$ cat config.mk
export PLATFORM = sky130hd
export DESIGN_NAME = sha256_byte_stream_hasher
export DESIGN_NICKNAME = d
export VERILOG_FILES = /design/src/sv/sha_pkg.sv /design/src/sv/sha256_byte_stream_hasher.sv /design/src/sv/sha_block_buf.sv /design/src/sv/sha_round_eng.sv
export SDC_FILE = /design/constraint.sdc
export NUM_CORES = 2
export LEC_CHECK = 0
export ABC_CLOCK_PERIOD_IN_PS = 38400
export BUFFER_PORTS_ARGS = -buffer_cell sky130_fd_sc_hd__buf_2
export CAP_MARGIN = 10
export CORE_UTILIZATION = 65
export DETAILED_ROUTE_END_ITERATION = 7
export PLACE_DENSITY = 0.82
export REMOVE_ABC_BUFFERS = 1
export SLEW_MARGIN = 5
export SYNTH_ARGS = -nofsm -noshare
export SYNTH_HDL_FRONTEND = slang
export SYNTH_SLANG_ARGS = --single-unit
$ cat constraint.sdc
create_clock -name clk -period 38.4 [get_ports clk]
set_clock_uncertainty 0.1 [all_clocks]
set_input_delay 7.68 -clock clk [delete_from_list [all_inputs] [get_ports clk]]
set_output_delay 7.68 -clock clk [all_outputs]
set_load 0.1 [all_outputs]
$ cat src/sv/sha_pkg.sv
// shared types, constants and functions for the sha-256 byte stream hasher
package sha_pkg;

    typedef struct packed {
        logic [7:0] data_byte;
        logic       byte_present;
        logic       last;
    } sha_in_t;

    typedef struct packed {
        logic [63:0] digest_part_0;
        logic [63:0] digest_part_1;
        logic [63:0] digest_part_2;
        logic [63:0] digest_part_3;
    } sha_out_t;

    // start request from the front end to the round engine
    typedef struct packed {
        logic start;
        logic final_blk;
    } sha_ctl_t;

    localparam int BlockWords = 16;
    localparam int Rounds     = 64;

    localparam logic [7:0] PadByte = 8'h80;

    localparam logic [31:0] InitHash [8] = '{
        32'h6a09e667, 32'hbb67ae85, 32'h3c6ef372, 32'ha54ff53a,
        32'h510e527f, 32'h9b05688c, 32'h1f83d9ab, 32'h5be0cd19
    };

    localparam logic [31:0] RoundK [64] = '{
        32'h428a2f98, 32'h71374491, 32'hb5c0fbcf, 32'he9b5dba5,
        32'h3956c25b, 32'h59f111f1, 32'h923f82a4, 32'hab1c5ed5,
        32'hd807aa98, 32'h12835b01, 32'h243185be, 32'h550c7dc3,
        32'h72be5d74, 32'h80deb1fe, 32'h9bdc06a7, 32'hc19bf174,
        32'he49b69c1, 32'hefbe4786, 32'h0fc19dc6, 32'h240ca1cc,
        32'h2de92c6f, 32'h4a7484aa, 32'h5cb0a9dc, 32'h76f988da,
        32'h983e5152, 32'ha831c66d, 32'hb00327c8, 32'hbf597fc7,
        32'hc6e00bf3, 32'hd5a79147, 32'h06ca6351, 32'h14292967,
        32'h27b70a85, 32'h2e1b2138, 32'h4d2c6dfc, 32'h53380d13,
        32'h650a7354, 32'h766a0abb, 32'h81c2c92e, 32'h92722c85,
        32'ha2bfe8a1, 32'ha81a664b, 32'hc24b8b70, 32'hc76c51a3,
        32'hd192e819, 32'hd6990624, 32'hf40e3585, 32'h106aa070,
        32'h19a4c116, 32'h1e376c08, 32'h2748774c, 32'h34b0bcb5,
        32'h391c0cb3, 32'h4ed8aa4a, 32'h5b9cca4f, 32'h682e6ff3,
        32'h748f82ee, 32'h78a5636f, 32'h84c87814, 32'h8cc70208,
        32'h90befffa, 32'ha4506ceb, 32'hbef9a3f7, 32'hc67178f2
    };

    function automatic logic [31:0] rotr(input logic [31:0] x, input int n);
        rotr = (x >> n) | (x << (32 - n));
    endfunction

endpackage

$ cat src/sv/sha256_byte_stream_hasher.sv
// sha-256 byte stream hasher, 64 rounds per 64-byte block
// the digest follows the last transfer after one final block, or after two when padding and length overflow
// throughput: one byte per cycle inside a block; a full block stalls input while the engine runs
// the 64-round engine and the single block buffer set the sustained rate
// reset: asynchronous active low, chaining words reload the initial hash values
module sha256_byte_stream_hasher
    import sha_pkg::*;
(
    input  logic     clk,
    input  logic     rst_n,
    input  logic     in_valid,
    output logic     in_ready,
    input  sha_in_t  in_data,
    output logic     out_valid,
    input  logic     out_ready,
    output sha_out_t out_data
);

    sha_ctl_t    ctl;
    logic        buf_busy, eng_busy, dig_valid;
    logic [3:0]  rd_addr;
    logic [31:0] rd_data;
    sha_out_t    dig;
    logic        in_take;

    assign in_ready = !buf_busy && !eng_busy && !out_valid;
    assign in_take  = in_valid && in_ready;

    sha_block_buf u_buf (
        .clk, .rst_n, .in_item(in_data), .in_take, .eng_busy,
        .rd_addr, .rd_data, .ctl, .busy(buf_busy)
    );

    sha_round_eng u_eng (
        .clk, .rst_n, .ctl, .blk_addr(rd_addr), .blk_data(rd_data),
        .busy(eng_busy), .dig_valid, .dig
    );

    always_ff @(posedge clk or negedge rst_n)
    begin
        if (!rst_n)
            out_valid <= 1'b0;
        else if (dig_valid)
            out_valid <= 1'b1;
        else if (out_ready)
            out_valid <= 1'b0;
    end

    always_ff @(posedge clk)
    begin
        if (dig_valid)
            out_data <= dig;
    end

endmodule

$ cat src/sv/sha_block_buf.sv
// block buffer: byte assembly, padding and length, word memory read port
module sha_block_buf
    import sha_pkg::*;
(
    input  logic     clk,
    input  logic     rst_n,
    input  sha_in_t  in_item,
    input  logic     in_take,
    input  logic     eng_busy,
    input  logic [3:0] rd_addr,
    output logic [31:0] rd_data,
    output sha_ctl_t ctl,
    output logic     busy
);

    typedef enum logic [3:0] {
        S_FILL = 4'b0001,
        S_PAD  = 4'b0010,
        S_WAIT = 4'b0100,
        S_LEN  = 4'b1000
    } buf_state_t;

    logic [31:0] mem [BlockWords];
    logic [63:0] count_reg, count_next;
    logic [31:0] word_reg, word_next;
    buf_state_t  state_reg, state_next;
    logic [3:0]  pad_idx_reg, pad_idx_next;
    logic        wr_en;
    logic [3:0]  wr_addr;
    logic [31:0] wr_data;
    logic [63:0] bits;
    logic [1:0]  bsel;
    logic [31:0] pad_word;

    assign bits = {count_reg[60:0], 3'b000};
    assign bsel = count_reg[1:0];
    assign busy = (state_reg != S_FILL);

    always_comb
    begin
        unique case (bsel)
            2'd0: pad_word = {PadByte, 24'h0};
            2'd1: pad_word = {word_reg[7:0], PadByte, 16'h0};
            2'd2: pad_word = {word_reg[15:0], PadByte, 8'h0};
            default: pad_word = {word_reg[23:0], PadByte};
        endcase
    end

    always_comb
    begin
        count_next   = count_reg;
        word_next    = word_reg;
        state_next   = state_reg;
        pad_idx_next = pad_idx_reg;
        wr_en        = 1'b0;
        wr_addr      = count_reg[5:2];
        wr_data      = '0;
        ctl          = '0;
        unique case (state_reg)
            S_FILL:
            begin
                if (in_take && in_item.byte_present)
                begin
                    word_next = {word_reg[23:0], in_item.data_byte};
                    count_next = count_reg + 64'd1;
                    if (bsel == 2'd3)
                    begin
                        wr_en   = 1'b1;
                        wr_data = {word_reg[23:0], in_item.data_byte};
                    end
                    if (count_reg[5:0] == 6'd63)
                    begin
                        ctl.start = 1'b1;
                        state_next = in_item.last ? S_PAD : S_WAIT;
                    end
                end
                if (in_take && in_item.last && !(in_item.byte_present
                        && count_reg[5:0] == 6'd63))
                    state_next = S_PAD;
                pad_idx_next = in_item.byte_present ? count_next[5:2] : count_reg[5:2];
            end
            S_PAD:
            begin
                if (!eng_busy)
                begin
                    wr_en   = 1'b1;
                    wr_addr = pad_idx_reg;
                    wr_data = (pad_idx_reg == count_reg[5:2]) ? pad_word : 32'h0;
                    if (pad_idx_reg == 4'd13 && count_reg[5:0] < 6'd56)
                        state_next = S_LEN;
                    else if (pad_idx_reg == 4'd15)
                    begin
                        ctl.start  = 1'b1;
                        state_next = S_LEN;
                    end
                    pad_idx_next = pad_idx_reg + 4'd1;
                end
            end
            S_LEN:
            begin
                if (!eng_busy)
                begin
                    wr_en   = 1'b1;
                    wr_addr = pad_idx_reg;
                    if (pad_idx_reg == 4'd14)
                        wr_data = bits[63:32];
                    else if (pad_idx_reg == 4'd15)
                        wr_data = bits[31:0];
                    else
                        wr_data = 32'h0;
                    pad_idx_next = pad_idx_reg + 4'd1;
                    if (pad_idx_reg == 4'd15)
                    begin
                        ctl.start     = 1'b1;
                        ctl.final_blk = 1'b1;
                        count_next    = '0;
                        state_next    = S_WAIT;
                    end
                end
            end
            default:
            begin
                if (!eng_busy)
                    state_next = S_FILL;
            end
        endcase
    end

    always_ff @(posedge clk)
    begin
        if (wr_en)
            mem[wr_addr] <= wr_data;
        rd_data <= mem[rd_addr];
    end

    always_ff @(posedge clk or negedge rst_n)
    begin
        if (!rst_n)
        begin
            state_reg   <= S_FILL;
            count_reg   <= '0;
            pad_idx_reg <= '0;
            word_reg    <= '0;
        end
        else
        begin
            state_reg   <= state_next;
            count_reg   <= count_next;
            pad_idx_reg <= pad_idx_next;
            word_reg    <= word_next;
        end
    end

endmodule

$ cat src/sv/sha_round_eng.sv
// round engine: schedule memory, working variables, chaining words
module sha_round_eng
    import sha_pkg::*;
(
    input  logic        clk,
    input  logic        rst_n,
    input  sha_ctl_t    ctl,
    output logic [3:0]  blk_addr,
    input  logic [31:0] blk_data,
    output logic        busy,
    output logic        dig_valid,
    output sha_out_t    dig
);

    typedef enum logic [3:0] {
        E_IDLE  = 4'b0001,
        E_PRIME = 4'b0010,
        E_ROUND = 4'b0100,
        E_ADD   = 4'b1000
    } eng_state_t;

    eng_state_t  state_reg, state_next;
    logic [6:0]  rnd_reg, rnd_next;
    logic        final_reg;
    logic [31:0] h_reg [8];
    logic [31:0] v_reg [8];
    logic [31:0] w_reg [16];
    logic [31:0] w_cur, s0, s1, big0, big1, ch, maj, t1;
    logic [5:0]  r6;

    // schedule window kept as shift taps, each read at a fixed place
    assign r6 = rnd_reg[5:0];
    assign blk_addr = (state_reg == E_ROUND) ? r6[3:0] + 4'd1 : 4'd0;
    assign busy = (state_reg != E_IDLE);

    always_comb
    begin
        s0 = rotr(w_reg[1], 7) ^ rotr(w_reg[1], 18) ^ (w_reg[1] >> 3);
        s1 = rotr(w_reg[14], 17) ^ rotr(w_reg[14], 19) ^ (w_reg[14] >> 10);
        w_cur = (r6 < 6'd16) ? blk_data : (w_reg[0] + s0 + w_reg[9] + s1);
        big1 = rotr(v_reg[4], 6) ^ rotr(v_reg[4], 11) ^ rotr(v_reg[4], 25);
        ch   = (v_reg[4] & v_reg[5]) ^ (~v_reg[4] & v_reg[6]);
        t1   = v_reg[7] + big1 + ch + RoundK[r6] + w_cur;
        big0 = rotr(v_reg[0], 2) ^ rotr(v_reg[0], 13) ^ rotr(v_reg[0], 22);
        maj  = (v_reg[0] & v_reg[1]) ^ (v_reg[0] & v_reg[2]) ^ (v_reg[1] & v_reg[2]);
    end

    always_comb
    begin
        state_next = state_reg;
        rnd_next   = rnd_reg;
        unique case (state_reg)
            E_IDLE:  if (ctl.start) state_next = E_PRIME;
            E_PRIME: begin state_next = E_ROUND; rnd_next = '0; end
            E_ROUND:
            begin
                rnd_next = rnd_reg + 7'd1;
                if (rnd_reg == 7'(Rounds - 1))
                    state_next = E_ADD;
            end
            default: state_next = E_IDLE;
        endcase
    end

    always_ff @(posedge clk)
    begin
        if (state_reg == E_ROUND)
        begin
            for (int i = 0; i < 15; i++)
                w_reg[i] <= w_reg[i+1];
            w_reg[15] <= w_cur;
        end
    end

    always_ff @(posedge clk or negedge rst_n)
    begin
        if (!rst_n)
        begin
            state_reg <= E_IDLE;
            rnd_reg   <= '0;
            final_reg <= 1'b0;
            dig_valid <= 1'b0;
            dig       <= '0;
            for (int i = 0; i < 8; i++)
            begin
                h_reg[i] <= InitHash[i];
                v_reg[i] <= '0;
            end
        end
        else
        begin
            state_reg <= state_next;
            rnd_reg   <= rnd_next;
            dig_valid <= 1'b0;
            if (state_reg == E_IDLE && ctl.start)
                final_reg <= ctl.final_blk;
            if (state_reg == E_PRIME)
                for (int i = 0; i < 8; i++)
                    v_reg[i] <= h_reg[i];
            if (state_reg == E_ROUND)
            begin
                v_reg[7] <= v_reg[6];
                v_reg[6] <= v_reg[5];
                v_reg[5] <= v_reg[4];
                v_reg[4] <= v_reg[3] + t1;
                v_reg[3] <= v_reg[2];
                v_reg[2] <= v_reg[1];
                v_reg[1] <= v_reg[0];
                v_reg[0] <= t1 + big0 + maj;
            end
            if (state_reg == E_ADD)
            begin
                if (final_reg)
                begin
                    dig_valid <= 1'b1;
                    dig <= {h_reg[0] + v_reg[0], h_reg[1] + v_reg[1],
                            h_reg[2] + v_reg[2], h_reg[3] + v_reg[3],
                            h_reg[4] + v_reg[4], h_reg[5] + v_reg[5],
                            h_reg[6] + v_reg[6], h_reg[7] + v_reg[7]};
                    for (int i = 0; i < 8; i++)
                        h_reg[i] <= InitHash[i];
                end
                else
                    for (int i = 0; i < 8; i++)
                        h_reg[i] <= h_reg[i] + v_reg[i];
            end
        end
    end

endmodule

* After elaboration in Yosys (flattened, before gate mapping)
Memory sizes are Yosys's and may differ from the RTL's. A register that Yosys moved wholly into a read port is not among the register bits. Cells that the tools add are included.
Operators by class: add/subtract/negate cells 22, mux-type cells 61, eq/ne operators 29, $lt $le $gt $ge 3, shift operators 0, reductions and logical operators 26, $mul 0, divide/modulo/power cells 0, bitwise gates (word level) 28
Operator list (count):
- 256-bit two-way mux | 3
- 32-bit adder | 18
- 32-bit two-way mux | 10
- 32-bit bitwise XOR | 9
- 64-bit two-way mux | 3
- 32-bit case mux with 3 select lines | 2
- 32-bit bitwise AND | 5
- 64-bit case mux with 2 select lines | 1
- 64-bit by 1-bit adder with 64-bit output, second input constant | 1
- 4-bit two-way mux | 16
- 32-bit NOT | 1
- 10-bit by 32-bit OR with 32-bit output | 1
- 13-bit by 32-bit OR with 32-bit output | 1
- 14-bit by 32-bit OR with 32-bit output | 1
- 15-bit by 32-bit OR with 32-bit output | 1
- 19-bit by 32-bit OR with 32-bit output | 1
- 21-bit by 32-bit OR with 32-bit output | 1
- 25-bit by 32-bit OR with 32-bit output | 1
- 26-bit by 32-bit OR with 32-bit output | 1
- 30-bit by 32-bit OR with 32-bit output | 1
- 7-bit by 32-bit OR with 32-bit output | 1
- 32-bit by 22-bit bitwise XOR with 32-bit output | 1
- 32-bit by 29-bit bitwise XOR with 32-bit output | 1
- 4-bit case mux with 3 select lines | 2
- 35 further kinds | 86
Word-level totals: word-level logic and storage cells 206, memories kept 3, output and inout port bits 258, input port bits 14, bits in registers 1134, ROM bits 2048, bits in latches 0, RAM bits 1024
Memory list:
- (name not given) | words 64, bits a word 32, read ports 1, clocked after memory_dff 0, wr ports 0, line sha_round_eng.sv:43 | t1 = v_reg[7] + big1 + ch + RoundK[r6] + w_cur;
- u_buf.mem | words 16, bits a word 32, read ports 1, clocked after memory_dff 1, wr ports 1, line sha_block_buf.sv:23 | logic [31:0] mem [BlockWords];
- u_eng.w_reg | words 16, bits a word 32, read ports 16, clocked after memory_dff 0, wr ports 16, line sha_round_eng.sv:27 | logic [31:0] w_reg [16];

* Logic depth before layout (Yosys ltp)
An unclocked memory read counts as a cell.
word-level depth 12, gate-level depth with buffers 45, gate-level depth less buffers 45

* Modules after synthesis
Synthesis repeated with hierarchy kept, for this count alone.
Second synthesis, totals: cell total of the unflattened synthesis 8694, area total of the unflattened synthesis 106731.1 µm²
Modules (own cells, without submodules):
- sha_round_eng | instances 1, cells each 7032, area each 73434.2 µm², seq. area each 35089.9 µm²
- sha_block_buf | instances 1, cells each 1401, area each 25557.0 µm², seq. area each 18343.8 µm²
- sha256_byte_stream_hasher | instances 1, cells each 261, area each 7739.9 µm², seq. area each 7712.4 µm²

* Worst setup path after synthesis
Ideal clock, no wire load.
kind register to register, start register u_eng.state_reg[1], end register u_eng.v_reg[224] (netlist name), path buffers 3, path slack 21.352 ns, required time 38.185 ns, library setup time 0.115 ns, clock period less this slack 17.048 ns, cell stages (with the launch flop) 9, arrival time 16.833 ns, path through dfrtp_1 -> nor2_1 -> nand3b_1 -> inv_2 -> clkbuf_1 -> clkbuf_1 -> clkbuf_1 -> a22oi_1 -> nand2_1
Between the ends: cells in the longest elaborated chain, start to end 2, elaborated cells between the ends (all ways) 4, those cells by class eq/ne: 2; mux: 1; reduce/logical: 1
Ends and longest elaborated chain:
- from (decl) | line sha_round_eng.sv:22 | eng_state_t state_reg, state_next;
- from (signal assigned) | line sha_round_eng.sv:92 | state_reg <= state_next;
- 4-bit by 3-bit == test with 1-bit output or 4-bit by 2-bit == test with 1-bit output (tied branches) | line sha_round_eng.sv:100, sha_round_eng.sv:97
- 256-bit two-way mux or 2-bit nonzero test (tied branches)
- to (signal, indexed assignment) | line sha_round_eng.sv:99 | v_reg[i] <= h_reg[i];
- to (decl) | line sha_round_eng.sv:26 | logic [31:0] v_reg [8];
Several ways; a longest one is shown, not always the timed one. A chain may end at the register's enable or synchronous reset.

==> impl_metrics.tcl <==
set metrics [dict create \
    muxShareOfSynthArea_pct 2.05 \
    final_nets 10000 \
    rsz0062_at_grt "false" \
    drt-initial-drc-count 9916 \
    path_max_fanout 5 \
    hold_viol_final 0 \
    async_flop_share_pct 40.0 \
    synth_adder_area_share_pct 8.45 \
    cts_sinks 2187 \
    synth_edf_count 1280 \
    fin_crit_sh_pct 28.9 \
    synth_top_family_by_area "compound AO/OA/AOI/OAI gates" \
    hpwlAfterDp_um 205000 \
    setup_ws_ps 27300 \
    rows 148 \
    maxSlewViolCount 0 \
    post_cts_resized 0 \
    critical_path.slowest_cell "mux2i_1" \
    wl_per_cell_um 26.1 \
    crit_required_ps 39050 \
    synth_flop_cell "edfxtp_1" \
    avgSynthCellArea_um2 11.6 \
    path_clk_slew_ps 70 \
    worst_path_most_repeated_cell "fa_1" \
    hp-start "u_eng.w_reg[1][252]" \
    synth-simple-area-share_pct 9.91 \
    cts_root_buffer "clkbuf_16" \
    regToRegStartpoint "u_eng.w_reg[1][210]" \
    viasPerCell 6.53 \
    ir_drop_mv 0.0641 \
    totalWireLength_um 308000 \
    cts_buffers 211 \
    p_per_area_nw_per_um2 42.4 \
    dieArea_um2 167000 \
    drc 11 \
    max_stage_delay_ps 580 \
    antenna_found_initial 8 \
    grt_use_total_pct 36.8 \
    ys_ff_latch 2187 \
    max_slew_margin_pct 10.3 \
    htreeDepth 4 \
    area_delta_synth_final_pct 9.87 \
    min_path_cells 0 \
    max_clock_freq_mhz 90.1 \
    place.gp.congestion 1.02 \
    design.core.area_um2 164000 \
    die_h_um 409 \
    crit_arrival_ps 11750 \
    grt_first_pass_wirelength_um 464000 \
    fin_crit_ps 11100 \
    seq_area_frac_synth_pct 56.9 \
    initial_core_util_pct 65.8 \
    grt-ovfl-total 0 \
    numPortBuffers 271 \
    p_leak_uw 0.0497 \
    clk_latency_ps 890 \
    yosys.cell_types.count 112 \
    vias 77000 \
    hold_buffers 0 \
    num-fill-cells 10700 \
    start_kind "flip-flop" \
    hold_class "flip-flop to flip-flop" \
    setup_viol 0 \
    ff2ff_path_depth 41 \
    crit_path_start "u_eng.w_reg[1][210]" \
    grt_max_degree 169 \
    clockBufferDepth 3 \
    drive_gt1_share_pct 10.6 \
    synth_area_um2 108000 \
    grt_pass1_vias 75500 \
    cp-end-kind "flip-flop" \
    multi_input_area_um2 43300 \
    setup_tns_ps 0 \
    yosysWarnings 0 \
    first_pass_iters 8 \
    cap_violations 0 \
    tightest_slew_ps 1330 \
    violations "DRC" \
    drtAntennaViolNets 0 \
    synth_compound_area_share_pct 14.4 \
    crit_type "flip-flop to flip-flop" \
    die_w_um 409 \
    regArea_um2 61200 \
    finish.utilization_pct 72.3 \
    cts_tree "yes" \
    dp.cells 11400 \
    syn_inst 9295 \
    fin_cells 11800 \
    io_pins 272 \
    status "finished with violations" \
    cts_setup_buffers 0 \
    synth-xor-area-share_pct 5.22 \
    power_uw 5020 \
    post-place-ws_ps 26440 \
]
where the power goes:
group          total, µW  internal, µW  switching (µW)
registers           2550          2510            32.2
logic                321          96.0             226
clock network       2150          1200             947
stage by stage:
step | hold WS [ps] | area (µm²)
CTS | 314 | 118000
global route | 313 | 118000
detailed placement | 305 | 111000
global placement | 300 | 111000
floorplan | 300 | 106000
finish | 313 | 118000
per-layer routing:
metal | GRT usage (%) | routed length [µm]
met2 | 55.9 | 139000
met5 | 0 | 13
met4 | 16.3 | 15100
met1 | 52.1 | 122000
met3 | 6.74 | 31600
worst paths after layout:
| kind | end | slack (ps) |
|---|---|---|
| worst max-delay path | u_eng.v_reg[255] | 27300 |
| worst min-delay path | u_eng.w_reg[1][220] | 310 |
| max in group asynchronous | u_eng.v_reg[19] | 27430 |
| min in group asynchronous | u_eng.dig[180] | 6680 |
| worst max register to register | u_eng.v_reg[255] | 27300 |
| worst min register to register | u_eng.w_reg[1][220] | 310 |
cell usage in the layout (no fill, tap or decap), types with 40 or more instances in the layout:
master and count:
mux2_2 80, o21bai_1 56, xnor2_1 394, and3_1 48, nand3_1 169, a211oi_1 78
fa_1 197, a31oi_1 83, edfxtp_1 1280, a21o_1 215, buf_4 98, o21a_1 67
clkbuf_16 211, dfstp_2 138, inv_1 433, and2_1 74, xor2_1 240, or3_1 42
nand2_1 1456, nor3_1 83, mux2i_1 127, clkbuf_1 40, a21oi_1 475, nor2_1 346
nand2b_1 54, ha_1 407, a22o_1 91, a22oi_1 289, dfrtp_1 732, o22a_1 93
a311oi_1 80, o21ai_0 456, buf_2 271
cells in the mapped netlist, drive strengths merged, types with 93 or more instances:
cell type	count	area [µm²]
nand2	1462	5490
inv	436	1640
clkbuf	414	1550
xor2	240	2100
fa	197	3940
xnor2	395	3470
nand3	169	846
edfxtp	1280	38400
dfstp	138	3630
o21ai	496	2490
a21oi	475	2380
o22a	93	815
mux2i	128	1280
ha	408	5100
a21o	215	1610
nor2	369	1390
dfrtp	737	18400
a22oi	289	2170
cell type report:
cell class | count | area share (%)
diodes | 5 | 0.0106
clock buffers | 260 | 4.70
clock inverters | 139 | 1.35
inverters | 438 | 1.40
multi-input cells | 6215 | 36.6
flip-flops and latches | 2187 | 51.8
well taps | 2175 | 2.30
repair buffers | 374 | 1.85
critical path, delay by kind of cell (launching register included):
family	cells	cell delay, ps
adders and majority gates	9	3890
AOI/OAI and AO/OA	15	2990
and+or+nand+nor	7	1400
xor gates and xnor gates	5	1200
muxes	1	580
DFF	1	480
buffers and inverters	4	300
cells by family (layout without fill, tap and decap cells):
group	count (synthesis)	count (layout)
AND/OR/NAND/NOR	2462	2462
AO/OA/AOI/OAI	2298	2298
flip-flops	2187	2187
buffers and inverters	893	1211
XOR/XNOR	637	637
adder cells (fa/ha/maj)	609	609
multiplexers	209	209
other	0	5
No activity file was read; power rests on OpenSTA's default activity.
